`src/rtl/dtw_pkg.sv`:
```
`timescale 1ns / 1ps
// ----------------------------------------------------------------------------
// dtw_pkg: shared types and constants for the DTW similarity unit
// Opcodes, fixed field widths, arithmetic constants, state enums and the
// control bundle that travels along the systolic cell row.
// ----------------------------------------------------------------------------
package dtw_pkg;

  localparam int unsigned MAX_LEN_DEF = 64;

  localparam int unsigned OPC_W      = 2;
  localparam int unsigned VAL_W      = 15;
  localparam int unsigned DIST_OUT_W = 22;
  localparam int unsigned SIM_W      = 16;

  // pi in Q29, rounded
  localparam int unsigned PI_W = 31;
  localparam logic [PI_W-1:0] PI_Q29 = 31'd1686629713;

  // 8 * 2^29 scaling of the distance before the divide
  localparam int unsigned FRAC_SH = 32;
  // quotient bits produced by the divider; the top one means "clamp to 0"
  localparam int unsigned QUO_W  = 16;
  localparam int unsigned STEP_W = 4;

  localparam logic [DIST_OUT_W-1:0] DIST_MAX = 22'h3FFFFF;
  localparam logic [DIST_OUT_W-1:0] ONE_Q12  = 22'd4096;
  localparam logic [SIM_W-1:0]      ONE_Q15  = 16'd32768;

  typedef enum logic [OPC_W-1:0] {
    OP_LOAD_REF = 2'd0,
    OP_LOAD_QRY = 2'd1,
    OP_COMPUTE  = 2'd2
  } opcode_e;

  typedef enum logic [1:0] {
    TOP_IDLE,
    TOP_STREAM,
    TOP_DRAIN,
    TOP_DIV
  } top_state_e;

  typedef enum logic [1:0] {
    DIV_IDLE,
    DIV_MUL,
    DIV_INIT,
    DIV_RUN
  } div_state_e;

  // control that rides with each reference element down the row
  typedef struct packed {
    logic valid;
    logic first;  // row 0 of the cost matrix
    logic last;   // final reference element
  } cell_ctl_t;

endpackage

```
`src/rtl/dtw_cell.sv`:
```
`timescale 1ns / 1ps
// ----------------------------------------------------------------------------
// dtw_cell: one processing element of the systolic DTW row
// Holds one query element and its column's running sum. Each cycle it takes a
// reference element and the left neighbor's sum, forms cost plus min of three
// neighbors, and hands the element and the new sum to the next cell.
// ----------------------------------------------------------------------------
module dtw_cell #(
  parameter int unsigned SUM_W = 22
) (
  input  logic                                 clk_i,
  input  logic                                 rst_ni,
  input  logic                                 q_we_i,
  input  logic signed [dtw_pkg::VAL_W-1:0]     q_data_i,
  input  dtw_pkg::cell_ctl_t                   ctl_i,
  input  logic signed [dtw_pkg::VAL_W-1:0]     r_i,
  input  logic        [SUM_W-1:0]              sum_i,
  output dtw_pkg::cell_ctl_t                   ctl_o,
  output logic signed [dtw_pkg::VAL_W-1:0]     r_o,
  output logic        [SUM_W-1:0]              sum_o
);

  localparam logic [SUM_W-1:0] SUM_INF = {SUM_W{1'b1}};

  logic signed [dtw_pkg::VAL_W-1:0] q_q;
  logic        [SUM_W-1:0]          up_q;
  logic        [SUM_W-1:0]          diag_q;
  dtw_pkg::cell_ctl_t               ctl_q;
  logic signed [dtw_pkg::VAL_W-1:0] r_q;
  logic        [SUM_W-1:0]          sum_q;

  logic signed [dtw_pkg::VAL_W:0]   diff;
  logic        [dtw_pkg::VAL_W:0]   mag;
  logic        [dtw_pkg::VAL_W-1:0] cost;
  logic        [SUM_W-1:0]          up;
  logic        [SUM_W-1:0]          m_ab;
  logic        [SUM_W-1:0]          m_all;
  logic        [SUM_W-1:0]          sum_d;

  always_comb begin
    diff  = $signed({r_i[dtw_pkg::VAL_W-1], r_i}) - $signed({q_q[dtw_pkg::VAL_W-1], q_q});
    mag   = diff[dtw_pkg::VAL_W] ? $unsigned(-diff) : $unsigned(diff);
    cost  = mag[dtw_pkg::VAL_W-1:0];
    // no row above on the first reference element
    up    = ctl_i.first ? SUM_INF : up_q;
    m_ab  = (up < sum_i) ? up : sum_i;
    m_all = (m_ab < diag_q) ? m_ab : diag_q;
    sum_d = m_all + SUM_W'(cost);
  end

  always_ff @(posedge clk_i or negedge rst_ni) begin
    if (!rst_ni) begin
      ctl_q <= '0;
      sum_q <= SUM_INF;
    end else begin
      ctl_q <= ctl_i;
      // idle beats carry "no path" so the next cell's diagonal is correct
      sum_q <= ctl_i.valid ? sum_d : SUM_INF;
    end
  end

  always_ff @(posedge clk_i) begin
    r_q    <= r_i;
    diag_q <= sum_i;
    if (ctl_i.valid) begin
      up_q <= sum_d;
    end
    if (q_we_i) begin
      q_q <= q_data_i;
    end
  end

  assign ctl_o = ctl_q;
  assign r_o   = r_q;
  assign sum_o = sum_q;

endmodule

```
`config.mk`:
```
export PLATFORM = sky130hd
export DESIGN_NAME = dtw_cell
export DESIGN_NICKNAME = d
export VERILOG_FILES = /design/src/rtl/dtw_pkg.sv /design/src/rtl/dtw_cell.sv
export SDC_FILE = /design/constraint.sdc
export NUM_CORES = 1
export LEC_CHECK = 0
export ABC_AREA = 0
export BUFFER_PORTS_ARGS = -buffer_cell sky130_fd_sc_hd__buf_2
export CAP_MARGIN = 5
export CORE_AREA = 8 8 122 124
export DETAILED_ROUTE_END_ITERATION = 16
export DIE_AREA = 0 0 130 132
export PLACE_DENSITY_LB_ADDON = 0.25
export SLEW_MARGIN = 20
export SYNTH_ARGS = -nofsm -noshare
export SYNTH_HDL_FRONTEND = slang
export SYNTH_SLANG_ARGS = --single-unit
```
`constraint.sdc`:
```
create_clock -name clk_i -period 18.3 [get_ports clk_i]
set_input_delay 1.83 -clock clk_i [delete_from_list [all_inputs] [get_ports clk_i]]
set_output_delay 1.83 -clock clk_i [all_outputs]
set_load 0.01 [all_outputs]
```
Word-level counts from Yosys, hierarchy flattened
Index checks and enable logic that the tools add are counted.
{"block": "word_totals", "register_bits": 99, "word_cells": 18, "out_inout_bits": 40, "inputBits": 58}
{"block": "op_classes", "mux": 5, "n_addsub": 3, "n_lt_le_gt_ge": 2}
{"op": "22-bit two-way mux", "count": 4}
{"op": "22-bit less-than comparator", "count": 2}
{"op": "22-bit by 15-bit adder with 22-bit output", "count": 1}
{"op": "15-bit by 15-bit subtractor with 16-bit output", "count": 1}
{"op": "15-bit two-way mux", "count": 1}
{"op": "15-bit negator", "count": 1}

Logic depth before layout (Yosys ltp)
{"block": "logic_depth", "depth_word": 7, "mapped_depth": 37, "ltp_nobuf": 32}

Worst setup path after synthesis
No wires, ideal clock.
{"block": "synth_path", "path_type": "input -> register", "startpoint": "input ctl_i[1] in the netlist's numbering", "endpoint": "register up_q[20], data pin", "path_slack_ns": 9.227, "arrival_ns": 8.801, "cell_stages": 34, "required_time_ns": 18.028, "setup_time_ns": 0.272, "path_buffers": 5, "path_cell_list": "clkbuf_1 -> or2_2 -> ha_1 -> nand4_1 -> or4_1 -> a2111oi_2 -> a221o_1 -> nor2_1 -> clkbuf_1 -> clkbuf_1 -> o21ai_0 -> ha_1 -> a21o_1 -> a21o_1 -> a21oi_1 -> nor3_1 -> a2111o_1 -> a2111oi_4 -> or2_1 -> buf_2 -> buf_4 -> a31o_1 -> ha_1 -> inv_1 -> fa_1 -> nor2b_1 -> o21ai_0 -> nor3b_1 -> o21ai_0 -> nand2_1 -> o2111ai_1 -> o21ai_0 -> xor2_1 -> mux2i_1"}
{"block": "synth_between", "elab_chain_len": 6}
{"element": "start: declaration", "line_no": "dtw_cell.sv:15", "source": "input dtw_pkg::cell_ctl_t ctl_i,"}
{"element": "22-bit two-way mux (*)", "line_no": "dtw_cell.sv:45", "source": "up = ctl_i.first ? SUM_INF : up_q;"}
{"element": "22-bit less-than comparator", "line_no": "dtw_cell.sv:46", "source": "m_ab = (up < sum_i) ? up : sum_i;"}
{"element": "22-bit two-way mux (*)", "line_no": "dtw_cell.sv:46"}
{"element": "22-bit less-than comparator", "line_no": "dtw_cell.sv:47", "source": "m_all = (m_ab < diag_q) ? m_ab : diag_q;"}
{"element": "22-bit two-way mux (*)", "line_no": "dtw_cell.sv:47"}
{"element": "22-bit by 15-bit adder with 22-bit output (*)", "line_no": "dtw_cell.sv:48", "source": "sum_d = m_all + SUM_W'(cost);"}
{"element": "named net sum_d[20]", "line_no": "dtw_cell.sv:38", "source": "logic [SUM_W-1:0] sum_d;"}
{"element": "end signal: assignment", "line_no": "dtw_cell.sv:66", "source": "up_q <= sum_d;"}
{"element": "end: declaration", "line_no": "dtw_cell.sv:26", "source": "logic [SUM_W-1:0] up_q;"}
The timed path passes the listed nets; every way through them passes the cells marked *.
A chain may end at the register's enable or synchronous reset.

Worst setup path in the final report
Same ends and word-level chain as after synthesis.

==> impl_metrics.yaml <==
detailed_routing:
  detail_route.drc_violations: 0
  wl_per_cell_um: 16.3
  first_pass_iters: 5
  antenna_left: 0
  wl_um: 15700
  drt_iter0_markers: 332
  vias: 5157
  routed_via_density: 5.36
die:
  io_pins: 98
  start_util_pct: 49.2
  core_mm2: 0.0130
  die_w_um: 130
  die-area_mm2: 0.0172
  num_rows: 42
  die_h_um: 132
setup_path:
  startpoint_type: "input pin"
  cp_common_cell: "o21ai_0"
  cp-startpoint: "ctl_i[1]"
  endpoint_kind: "flop"
  arrival_ns: 10.37
  cp_max_fo: 33
  rrSetupSlack_ns: 9.40
  ff2ff_path_depth: 29
  cp_slowest_stage_delay_ns: 0.63
  path_class: "input pin to flop"
  r2r_end: "up_q[20]"
  regToRegStartpoint: "up_q[19]"
  required_ns: 18.38
  crit_slowest_cell: "o2111ai_1"
global_route:
  overflow: 0
  grt.total_usage_pct: 19.2
  grt_pass1_wl_um: 26200
  grt_pass1_vias: 5459
  antenna_found_initial: 0
  grt_max_degree: 39
worst_hold_path:
  hp-class: "flop to flop"
  holdPathStages: 3
  min_from: "diag_q[19]"
  whs_endpoint: "sum_o[19]"
finish:
  n_antenna_cell: 0
  final_nets: 914
  area_growth_pct: 15.2
  final_util_pct: 56.7
  fill_cells: 1208
  drive_above_1_share_pct: 21.6
sta:
  finalClockSkew_ns: 0.00806
  rsz0062_at_grt: "false"
  finalHoldViolCount: 0
  fin_crit_sh_pct: 56.2
  slew_viol_final: 0
  fmax_ghz: 0.0972
  tightest_slew_ns: 0.927
  relSlewSlack_pct: 37.9
  setup_viol: 0
  setup_tns_ns: 0
  finalCriticalPeriod_ns: 10.29
placement:
  finalWeightedCongestion: 0.897
  io_buffers: 97
  hpwl_um: 12400
flow_run:
  maxCapViolCount: 0
clock_tree:
  insertion_delay_ns: 0.35
  cts_sinks: 99
  holdBufCountCts: 0
  ctsResizeCount: 0
  clockBufferDepth: 2
  cts-root-buf: "clkbuf_16"
  cts_tree: "built"
  cts_buffers: 9
  htreeDepth: 3
  cts.clk_slew.worst_paths_ns: 0.07
  cts_setup_buffers: 0
run_status:
  status: "completed"
synthesis:
  synth_area_leaders: "edfxtp_1 (17%), ha_1 (14%), dfxtp_1 (12%)"
  yosysUniqueCellTypes: 67
  synthesis.area_mm2: 0.00638
  synth_top_area_share_pct: 17.4
  synth_most_common_cell: "inv_1"
  async_flop_share_pct: 25.3
  synth_common_cells: "inv_1 (79), ha_1 (73), nand2_1 (56)"
  synth_largest_area_cell: "edfxtp_1"
  ys_seq_area_share_pct: 39.2
  yosys_warnings: 0
  yosys_most_used_dff: "edfxtp_1"
  ys_ff_latch: 99
  synth.avg_cell_area_um2: 9.35
  synth_edf_count: 37
  netlist_instances: 683
  synth_nets: 816
power:
  power_density_mw_per_mm2: 150
  p_total_mw: 1.10
  p_seq_share_pct: 29.8
  ir_worst_vdd_v: 0.0000590
  sw_frac_of_total_pct: 39.6
  pwr-share-comb_pct: 52.8
  clockPowerShare_pct: 17.4
  p_leak_nw: 3.42
  p_int_uw: 667
  power_switching_uw: 437
==> stage by stage <==
| stage | cell area, um2 | cells | setup WS, ns | hold slack, ns |
|---|---|---|---|---|
| after floorplan | 6380 | 683 | 9.23 | 0.552 |
| after global placement | 7060 | 946 | 7.57 | 0.602 |
| after CTS | 7350 | 962 | 7.72 | 0.626 |
| after detailed placement | 7060 | 946 | 7.38 | 0.609 |
| final | 7350 | 962 | 8.01 | 0.624 |
| after global routing | 7350 | 962 | 7.31 | 0.670 |
==> layout by cell type, fill, tap and decap left out, types with 3 or more instances in the layout <==
cell type	n
nor3b_1	4
ha_1	73
a21o_1	21
xnor2_1	32
a22oi_1	6
nand3_1	7
xor2_1	15
and3_1	6
dfrtp_1	3
o21ai_1	16
clkbuf_16	9
nand4_1	8
mux2i_1	10
nand2_1	56
buf_4	3
a211oi_1	3
a21oi_1	39
edfxtp_1	37
dfxtp_1	37
nand2b_1	17
inv_1	79
nor2b_1	4
or2_2	26
o21ai_0	40
nor4_1	4
a31oi_1	3
dfstp_2	22
nor2_1	32
o21a_1	8
buf_2	97
nor3_1	14
==> power groups by stage <==
stage / Combinational, mW / Sequential (mW) / Clock [mW]
after floorplan: 0.415 / 0.342 / 0
after global placement: 0.560 / 0.333 / 0
after detailed placement: 0.576 / 0.333 / 0
after CTS: 0.580 / 0.330 / 0.196
after global routing: 0.649 / 0.334 / 0.207
final: 0.583 / 0.329 / 0.192
==> metal layers <==
metal / vias up / part of all wire, % / track usage (%)
met5: - / 0 / 0
met4: 0 / 2.1 / 6.58
met3: 24 / 5.8 / 4.81
met2: 162 / 50 / 32.9
met1: 2373 / 42 / 22.7
li1: 2598 / - / -
==> sequential cells by signal, summed over array words and instances, names as in the netlist <==
register	cells
ctl_o	3
q_q	15
diag_q	22
up_q	22
r_o	15
sum_o	22
==> worst max path at each step <==
stage,to
6_report,up_q[20]
5_1_grt,up_q[20]
4_1_cts,up_q[20]
3_5_place_dp,up_q[20]
3_3_place_gp,up_q[20]
2_1_floorplan,up_q[20]
==> worst max-delay path: cells and delay by family <==
family / cells / cell delay, ns
buffers and inverters: 3 / 0.39
AND/OR/NAND/NOR: 8 / 2.39
XOR/XNOR: 1 / 0.23
multiplexers: 1 / 0.09
adder cells (fa/ha/maj): 4 / 1.22
AO/OA/AOI/OAI: 13 / 4.20
==> cell families after synthesis <==
group	after synthesis	synth area share, %
adders and majority gates	75	14.9
xor gates and xnor gates	47	6.45
DFF	99	39.2
muxes	11	1.74
AOI/OAI and AO/OA	167	16.8
buffers and inverters	92	5.53
and+or+nand+nor	192	15.3
==> area by class of cell <==
type / instances / area (um2) / share of cell area, %
Tap cell: 176 / 220 / 2.99
Clock inverter: 5 / 53.8 / 0.732
Clock buffer: 11 / 243 / 3.30
Inverter: 79 / 297 / 4.03
Timing Repair Buffer: 100 / 508 / 6.91
Sequential cell: 99 / 2500 / 34.1
Multi-Input combinational cell: 492 / 3530 / 48.0
(Power assumes the default switching activity.)
