===== config.mk =====
export PLATFORM = sky130hd
export DESIGN_NAME = dtw_div
export DESIGN_NICKNAME = d
export VERILOG_FILES = /design/src/rtl/dtw_pkg.sv /design/src/rtl/dtw_div.sv
export SDC_FILE = /design/constraint.sdc
export NUM_CORES = 1
export LEC_CHECK = 0
export BUFFER_PORTS_ARGS = -buffer_cell sky130_fd_sc_hd__clkbuf_2
export CORE_ASPECT_RATIO = 0.75
export CORE_MARGIN = 4
export CORE_UTILIZATION = 50
export DETAILED_ROUTE_END_ITERATION = 12
export GPL_TIMING_DRIVEN = 1
export PLACE_DENSITY = 0.73
export SLEW_MARGIN = 0
export SYNTH_ARGS = -nofsm -noshare
export SYNTH_HDL_FRONTEND = slang
export SYNTH_SLANG_ARGS = --single-unit

===== constraint.sdc =====
create_clock -name clk_i -period 6.1 [get_ports clk_i]
set_input_delay 1.22 -clock clk_i [delete_from_list [all_inputs] [get_ports clk_i]]
set_output_delay 1.22 -clock clk_i [all_outputs]
set_load 0.03 [all_outputs]

===== src/rtl/dtw_pkg.sv =====
`timescale 1ns / 1ps
// ----------------------------------------------------------------------------
// dtw_pkg: shared types and constants for the DTW similarity unit
// Opcodes, fixed field widths, arithmetic constants, state enums and the
// control bundle that travels along the systolic cell row.
// ----------------------------------------------------------------------------
package dtw_pkg;

  localparam int unsigned MAX_LEN_DEF = 64;

  localparam int unsigned OPC_W      = 2;
  localparam int unsigned VAL_W      = 15;
  localparam int unsigned DIST_OUT_W = 22;
  localparam int unsigned SIM_W      = 16;

  // pi in Q29, rounded
  localparam int unsigned PI_W = 31;
  localparam logic [PI_W-1:0] PI_Q29 = 31'd1686629713;

  // 8 * 2^29 scaling of the distance before the divide
  localparam int unsigned FRAC_SH = 32;
  // quotient bits produced by the divider; the top one means "clamp to 0"
  localparam int unsigned QUO_W  = 16;
  localparam int unsigned STEP_W = 4;

  localparam logic [DIST_OUT_W-1:0] DIST_MAX = 22'h3FFFFF;
  localparam logic [DIST_OUT_W-1:0] ONE_Q12  = 22'd4096;
  localparam logic [SIM_W-1:0]      ONE_Q15  = 16'd32768;

  typedef enum logic [OPC_W-1:0] {
    OP_LOAD_REF = 2'd0,
    OP_LOAD_QRY = 2'd1,
    OP_COMPUTE  = 2'd2
  } opcode_e;

  typedef enum logic [1:0] {
    TOP_IDLE,
    TOP_STREAM,
    TOP_DRAIN,
    TOP_DIV
  } top_state_e;

  typedef enum logic [1:0] {
    DIV_IDLE,
    DIV_MUL,
    DIV_INIT,
    DIV_RUN
  } div_state_e;

  // control that rides with each reference element down the row
  typedef struct packed {
    logic valid;
    logic first;  // row 0 of the cost matrix
    logic last;   // final reference element
  } cell_ctl_t;

endpackage


===== src/rtl/dtw_div.sv =====
`timescale 1ns / 1ps
// ----------------------------------------------------------------------------
// dtw_div: similarity penalty divider
// Forms den = n * pi, then a restoring divide of (D << 32 + den/2) by den,
// one quotient bit per cycle, and returns 1.0 - quotient clamped at 0 (Q1.15).
// ----------------------------------------------------------------------------
module dtw_div #(
  parameter int unsigned SUM_W = 22,
  parameter int unsigned LEN_W = 7
) (
  input  logic                            clk_i,
  input  logic                            rst_ni,
  input  logic                            start_i,
  input  logic [SUM_W-1:0]                dist_i,
  input  logic [LEN_W-1:0]                len_i,
  output logic                            done_o,
  output logic [dtw_pkg::SIM_W-1:0]       sim_o
);

  localparam int unsigned DEN_W = LEN_W + dtw_pkg::PI_W;
  localparam int unsigned DIV_W = SUM_W + dtw_pkg::FRAC_SH + 2;

  dtw_pkg::div_state_e state_q, state_d;

  logic [SUM_W-1:0]                 dist_q;
  logic [LEN_W-1:0]                 len_q;
  logic [DEN_W-1:0]                 den_q;
  logic [DIV_W-1:0]                 rem_q;
  logic [DIV_W-1:0]                 dsh_q;
  logic [dtw_pkg::QUO_W-1:0]        quo_q;
  logic [dtw_pkg::STEP_W-1:0]       step_q;
  logic                             done_q;
  logic [dtw_pkg::SIM_W-1:0]        sim_q;

  logic                             ld_en, mul_en, init_en, run_en;
  logic                             ge;
  logic [dtw_pkg::QUO_W-1:0]        quo_nx;
  logic                             sat;
  logic                             finish;
  logic [dtw_pkg::SIM_W-1:0]        sim_d;

  assign ge     = (rem_q >= dsh_q);
  assign quo_nx = quo_q | (dtw_pkg::QUO_W'(ge) << step_q);
  assign sat    = quo_nx[dtw_pkg::QUO_W-1];
  assign finish = sat || (step_q == '0);

  // next state
  always_comb begin
    state_d = state_q;
    case (state_q)
      dtw_pkg::DIV_IDLE: if (start_i) state_d = dtw_pkg::DIV_MUL;
      dtw_pkg::DIV_MUL:  state_d = dtw_pkg::DIV_INIT;
      dtw_pkg::DIV_INIT: state_d = dtw_pkg::DIV_RUN;
      dtw_pkg::DIV_RUN:  if (finish) state_d = dtw_pkg::DIV_IDLE;
      default:           state_d = dtw_pkg::DIV_IDLE;
    endcase
  end

  // outputs / enables
  always_comb begin
    ld_en   = 1'b0;
    mul_en  = 1'b0;
    init_en = 1'b0;
    run_en  = 1'b0;
    case (state_q)
      dtw_pkg::DIV_IDLE: ld_en   = start_i;
      dtw_pkg::DIV_MUL:  mul_en  = 1'b1;
      dtw_pkg::DIV_INIT: init_en = 1'b1;
      dtw_pkg::DIV_RUN:  run_en  = 1'b1;
      default:           ld_en   = 1'b0;
    endcase
    sim_d = sat ? '0 : dtw_pkg::SIM_W'(dtw_pkg::ONE_Q15 - quo_nx);
  end

  always_ff @(posedge clk_i or negedge rst_ni) begin
    if (!rst_ni) begin
      state_q <= dtw_pkg::DIV_IDLE;
      done_q  <= 1'b0;
    end else begin
      state_q <= state_d;
      done_q  <= run_en && finish;
    end
  end

  always_ff @(posedge clk_i) begin
    if (ld_en) begin
      dist_q <= dist_i;
      len_q  <= len_i;
    end
    if (mul_en) begin
      den_q <= DEN_W'(len_q) * DEN_W'(dtw_pkg::PI_Q29);
    end
    if (init_en) begin
      rem_q  <= (DIV_W'(dist_q) << dtw_pkg::FRAC_SH) + DIV_W'(den_q >> 1);
      dsh_q  <= DIV_W'(den_q) << (dtw_pkg::QUO_W - 1);
      quo_q  <= '0;
      step_q <= dtw_pkg::STEP_W'(dtw_pkg::QUO_W - 1);
    end
    if (run_en) begin
      if (ge) begin
        rem_q <= rem_q - dsh_q;
      end
      dsh_q  <= dsh_q >> 1;
      quo_q  <= quo_nx;
      step_q <= step_q - dtw_pkg::STEP_W'(1);
      if (finish) begin
        sim_q <= sim_d;
      end
    end
  end

  assign done_o = done_q;
  assign sim_o  = sim_q;

endmodule


Word level (Yosys, flattened, before mapping):

Cells that the tools add are included.
Widths: inputs -> output; s select.

* $add $sub $neg: 4
* multiply operators: 1
* $lt $le $gt $ge: 1
* eq/ne operators: 5
* shifts and indexed selects: 1
* multiplexer cells: 16
* bitwise gates (word level): 1
* reduce and logical (&&, ||, !) cells: 7

Operators by type and width (count)
* $mux 56: 3
* $ge 56x53->1: 1
* $sub 56x53->56: 1
* $add 54x37->55: 1
* $mux 53: 1
* $mux 52: 1
* $mul 7x31->38 const B: 1
* $mux 16: 2
* $or 16x16->16: 1
* $shl 1x4->16: 1
* $sub 16x16->16 const A: 1
* $mux 4: 2
* $pmux 2 s4: 1
* $eq 2x2->1 const B: 2
* $logic_not 4->1: 1
* $mux 1: 4
* $mux 2: 2
* $ne 2x2->1 const B: 2
* $reduce_and 2->1: 2
* $sub 4x1->4 const B: 1
* $eq 2x1->1 const B: 1
* $logic_not 2->1: 1
* $reduce_bool 2->1: 1
* $logic_and 1x1->1: 1
* $logic_or 1x1->1: 1

* register bits: 215
* bits of input ports: 32
* output and inout bits: 17
* logic and storage cells: 47

Logic depth before layout (Yosys ltp):

* word-level depth: 6
* mapped depth: 19
* gate-level depth less buffers: 19

Least setup slack after synthesis:

OpenSTA, ideal clock, no wires.

* path kind: register -> register
* from: register len_q[3]
* to: register den_q[32] (data pin)
* setup time: 265 ps
* data arrival time: 5177 ps
* data required time: 5835 ps
* path slack: 658 ps
* stages on the path, launching flop included: 20
* path buffers: 0
* clock period less this slack: 5442 ps
* cells stage by stage: edfxtp_1 inv_1 fa_1 inv_1 fa_1 fa_1 inv_1 fa_1 inv_1 ha_1 a21o_1 a21o_1 a221o_1 or3_1 o211a_1 nand3_1 a31oi_1 a21oi_1 o21ai_0 xor2_1

* word-level cells in the longest chain between the ends: 1

Ends and longest elaborated chain
* from (decl): line dtw_div.sv:26 `logic [LEN_W-1:0] len_q;`
* from (signal assigned): line dtw_div.sv:88 `len_q <= len_i;`
* $mul 7x31->38: line dtw_div.sv:91 `den_q <= DEN_W'(len_q) * DEN_W'(dtw_pkg::PI_Q29);`
* to (signal assigned): line dtw_div.sv:91
* to (decl): line dtw_div.sv:27 `logic [DEN_W-1:0] den_q;`

No other way between the ends.
A chain may end at the register's enable or synchronous reset.

Worst setup path in the final report:

* from: register len_q[1]
* to: register den_q[33] (data pin)

Same word-level chain as after synthesis.

==> flow_summary.yaml <==
clock_tree:
  ctsHoldBuffers: 0
  cts_tree: "built"
  insertion_delay_ps: 530
  cts.sinks: 215
  cts-buffers-inserted: 23
  clk_pin_slew_ps: 60
  cts.htree.levels: 1
  cts_max_path_buffers: 3
  cts_root_buffer: "clkbuf_16"
route:
  wl_mm: 36.7
  vias: 11900
  drc: 0
  initialDrtViolationCount: 1114
  drtAntennaViolNets: 0
  post_drt_via_cell_ratio: 5.87
  dr.pass1.iters: 5
  drt-wirelength-per-cell_microns: 18.1
finish:
  final_nets: 1830
  insertedDiodeCount: 0
  syn2layout_area_growth_pct: 8.88
  drive_gt1_share_pct: 10.3
  fill_cells: 2655
critical_path:
  crit_family: "adder cells"
  crit_buf_inv: 4
  slowest_stage: "fa_1"
  reg2reg_depth: 19
  cp.arrival_ps: 5880
  path_cells: "inv_1 > fa_1 > inv_1 > fa_1 > fa_1 > inv_1 > fa_1 > inv_1 > ha_1 > a21o_1 > a21o_1 > a221o_1 > o311a_1 > o21ai_1 > o211ai_1 > a31oi_2 > o21ai_0 > a21oi_1 > xnor2_1"
  worst_setup_path_end_kind: "flop"
  cpPeakStageDelay_ps: 650
  cp.depth: 19
  path_class: "reg2reg"
  cp.required_ps: 6360
  critPathLaunchType: "flop"
  cp_max_fo: 5
global_routing:
  gr-total-overflow: 0
  grt_pass1_vias: 11300
  grt_pass1_wl_mm: 59.3
  antenna_found_initial: 0
  track_usage_pct: 21.1
  grt_max_degree: 70
status:
  status: "finished clean"
job:
  maxCapViolations: 0
placement:
  dp_hpwl_mm: 28.1
  io_buffer_count: 48
  gp_congestion: 0.941
floorplanning:
  die_width_microns: 211
  ios: 49
  start_util_pct: 51.1
  core_area_sq_um: 30300
  rows: 55
  die_height_microns: 161
  dieArea_sq_um: 33900
timing:
  timing.final.crit_share_pct: 92.2
  fin_setup_tns_ps: 0
  finalHoldViolCount: 0
  finalCriticalPeriod_ps: 5620
  worst_slew_pin_slew_ps: 1170
  finalSetupViolCount: 0
  skew_ps: 23.3
  drv_slew: 0
  max_slew_margin_pct: 21.7
  rsz0062_at_grt: "no"
  fmax_mhz: 178
synth:
  ys_seq_area_share_pct: 37.9
  synth_area_leaders: "edfxtp_1 (30%), ha_1 (12%), dfxtp_1 (7.2%)"
  synth_async_sr_flop_share_pct: 1.40
  synth_warnings: 0
  synth_top_cell_by_area: "edfxtp_1"
  avgSynthCellArea_sq_um: 9.81
  synth_flop_cell: "edfxtp_1"
  synth_top_area_share_pct: 30.2
  synth-edff-count: 156
  syn_inst: 1581
  ys_seq_elements: 215
  syn_nets: 1802
  synth.distinct_cells: 93
  syn_area_sq_um: 15500
worst_hold_path:
  hold_class: "in2async"
## synthesized netlist by cell type (all sizes together) (35+ instances only)
cell type and instances:
inv 162, edfxtp 156, ha 148, nand2 124, nor2 116, a21oi 103
o21ai 93, xnor2 66, dfxtp 56, a21o 41, fa 41, mux2 37
xor2 36, mux2i 35
## worst register-to-register path, stage by stage, from the launching register on
cell and delay (ps):
edfxtp_1 390, inv_1 80, fa_1 650, inv_1 130, fa_1 510, fa_1 510
inv_1 50, fa_1 500, inv_1 40, ha_1 350, a21o_1 200, a21o_1 170
a221o_1 340, o311a_1 370, o21ai_1 220, o211ai_1 150, a31oi_2 310, o21ai_0 140
a21oi_1 190, xnor2_1 90
## cell type report
type / instances / area, sq um / share of cell area [%]
Inverter: 163 / 612 / 3.62
Tap cell: 399 / 499 / 2.96
Clock inverter: 9 / 108 / 0.637
Clock buffer: 32 / 661 / 3.91
Sequential cell: 215 / 5880 / 34.8
Timing Repair Buffer: 59 / 323 / 1.91
Multi-Input combinational cell: 1147 / 8800 / 52.1
## logic make-up (layout without fill, tap and decap cells)
| family | after synthesis | count (layout) | share of synthesized area (%) |
|---|---|---|---|
| AND/OR/NAND/NOR | 409 | 409 | 12.8 |
| AO/OA/AOI/OAI | 375 | 375 | 15.8 |
| buffers and inverters | 219 | 263 | 5.53 |
| flip-flops | 215 | 215 | 37.9 |
| adder cells (fa/ha/maj) | 189 | 189 | 17.2 |
| XOR/XNOR | 102 | 102 | 5.76 |
| multiplexers | 72 | 72 | 4.95 |
## routing by layer
layer | share of wire [%] | GRT usage [%]
met5 | 0 | 0
met4 | 2.2 | 4.57
met3 | 6.9 | 3.14
met2 | 42 | 30.7
met1 | 49 | 33.2
## metrics by stage
step	worst slack (ps)	hold slack (ps)	cell area [sq um]	instances	util (%)
2_1_floorplan	658	469	15500	1581	-
3_3_place_gp	410	489	16100	1981	53.0
3_5_place_dp	271	506	16100	1981	53.0
4_1_cts	230	462	16900	2022	55.5
5_1_grt	138	472	16900	2024	55.6
6_report	475	481	16900	2024	55.6
## final timing paths
path	start	to	slack, ps
max in group asynchronous	rst_ni	state_q[1]	5510
max	len_q[1]	den_q[33]	480
min	rst_ni	state_q[0]	480
min in group clk_i	rem_q[48]	rem_q[48]	510
max reg2reg	len_q[1]	den_q[33]	480
min reg2reg	rem_q[48]	rem_q[48]	510
## sequential cells by signal (all words and copies together) (netlist names)
name     cells
dsh_q       53
step_q       4
dist_q      22
len_q        7
sim_o       16
quo_q       16
state_q      2
rem_q       56
done_o       1
den_q       38
## what timing repair did
action	CTS	global route
gates resized for setup	0	2
buffers inserted	0	2
endpoints found under the setup margin	0	7
## layout by cell type, fill, tap and decap left out, drive strengths merged, types with 37 or more instances in the layout
| cell type | count |
|---|---|
| a21oi | 103 |
| clkbuf | 80 |
| a21o | 41 |
| o21ai | 93 |
| inv | 164 |
| nor2 | 116 |
| edfxtp | 156 |
| mux2 | 37 |
| nand2 | 124 |
| fa | 41 |
| xnor2 | 66 |
| ha | 148 |
| dfxtp | 56 |
Power is not shown: default switching activity piles up to over one toggle a cycle in this logic, so the estimate is an artifact.
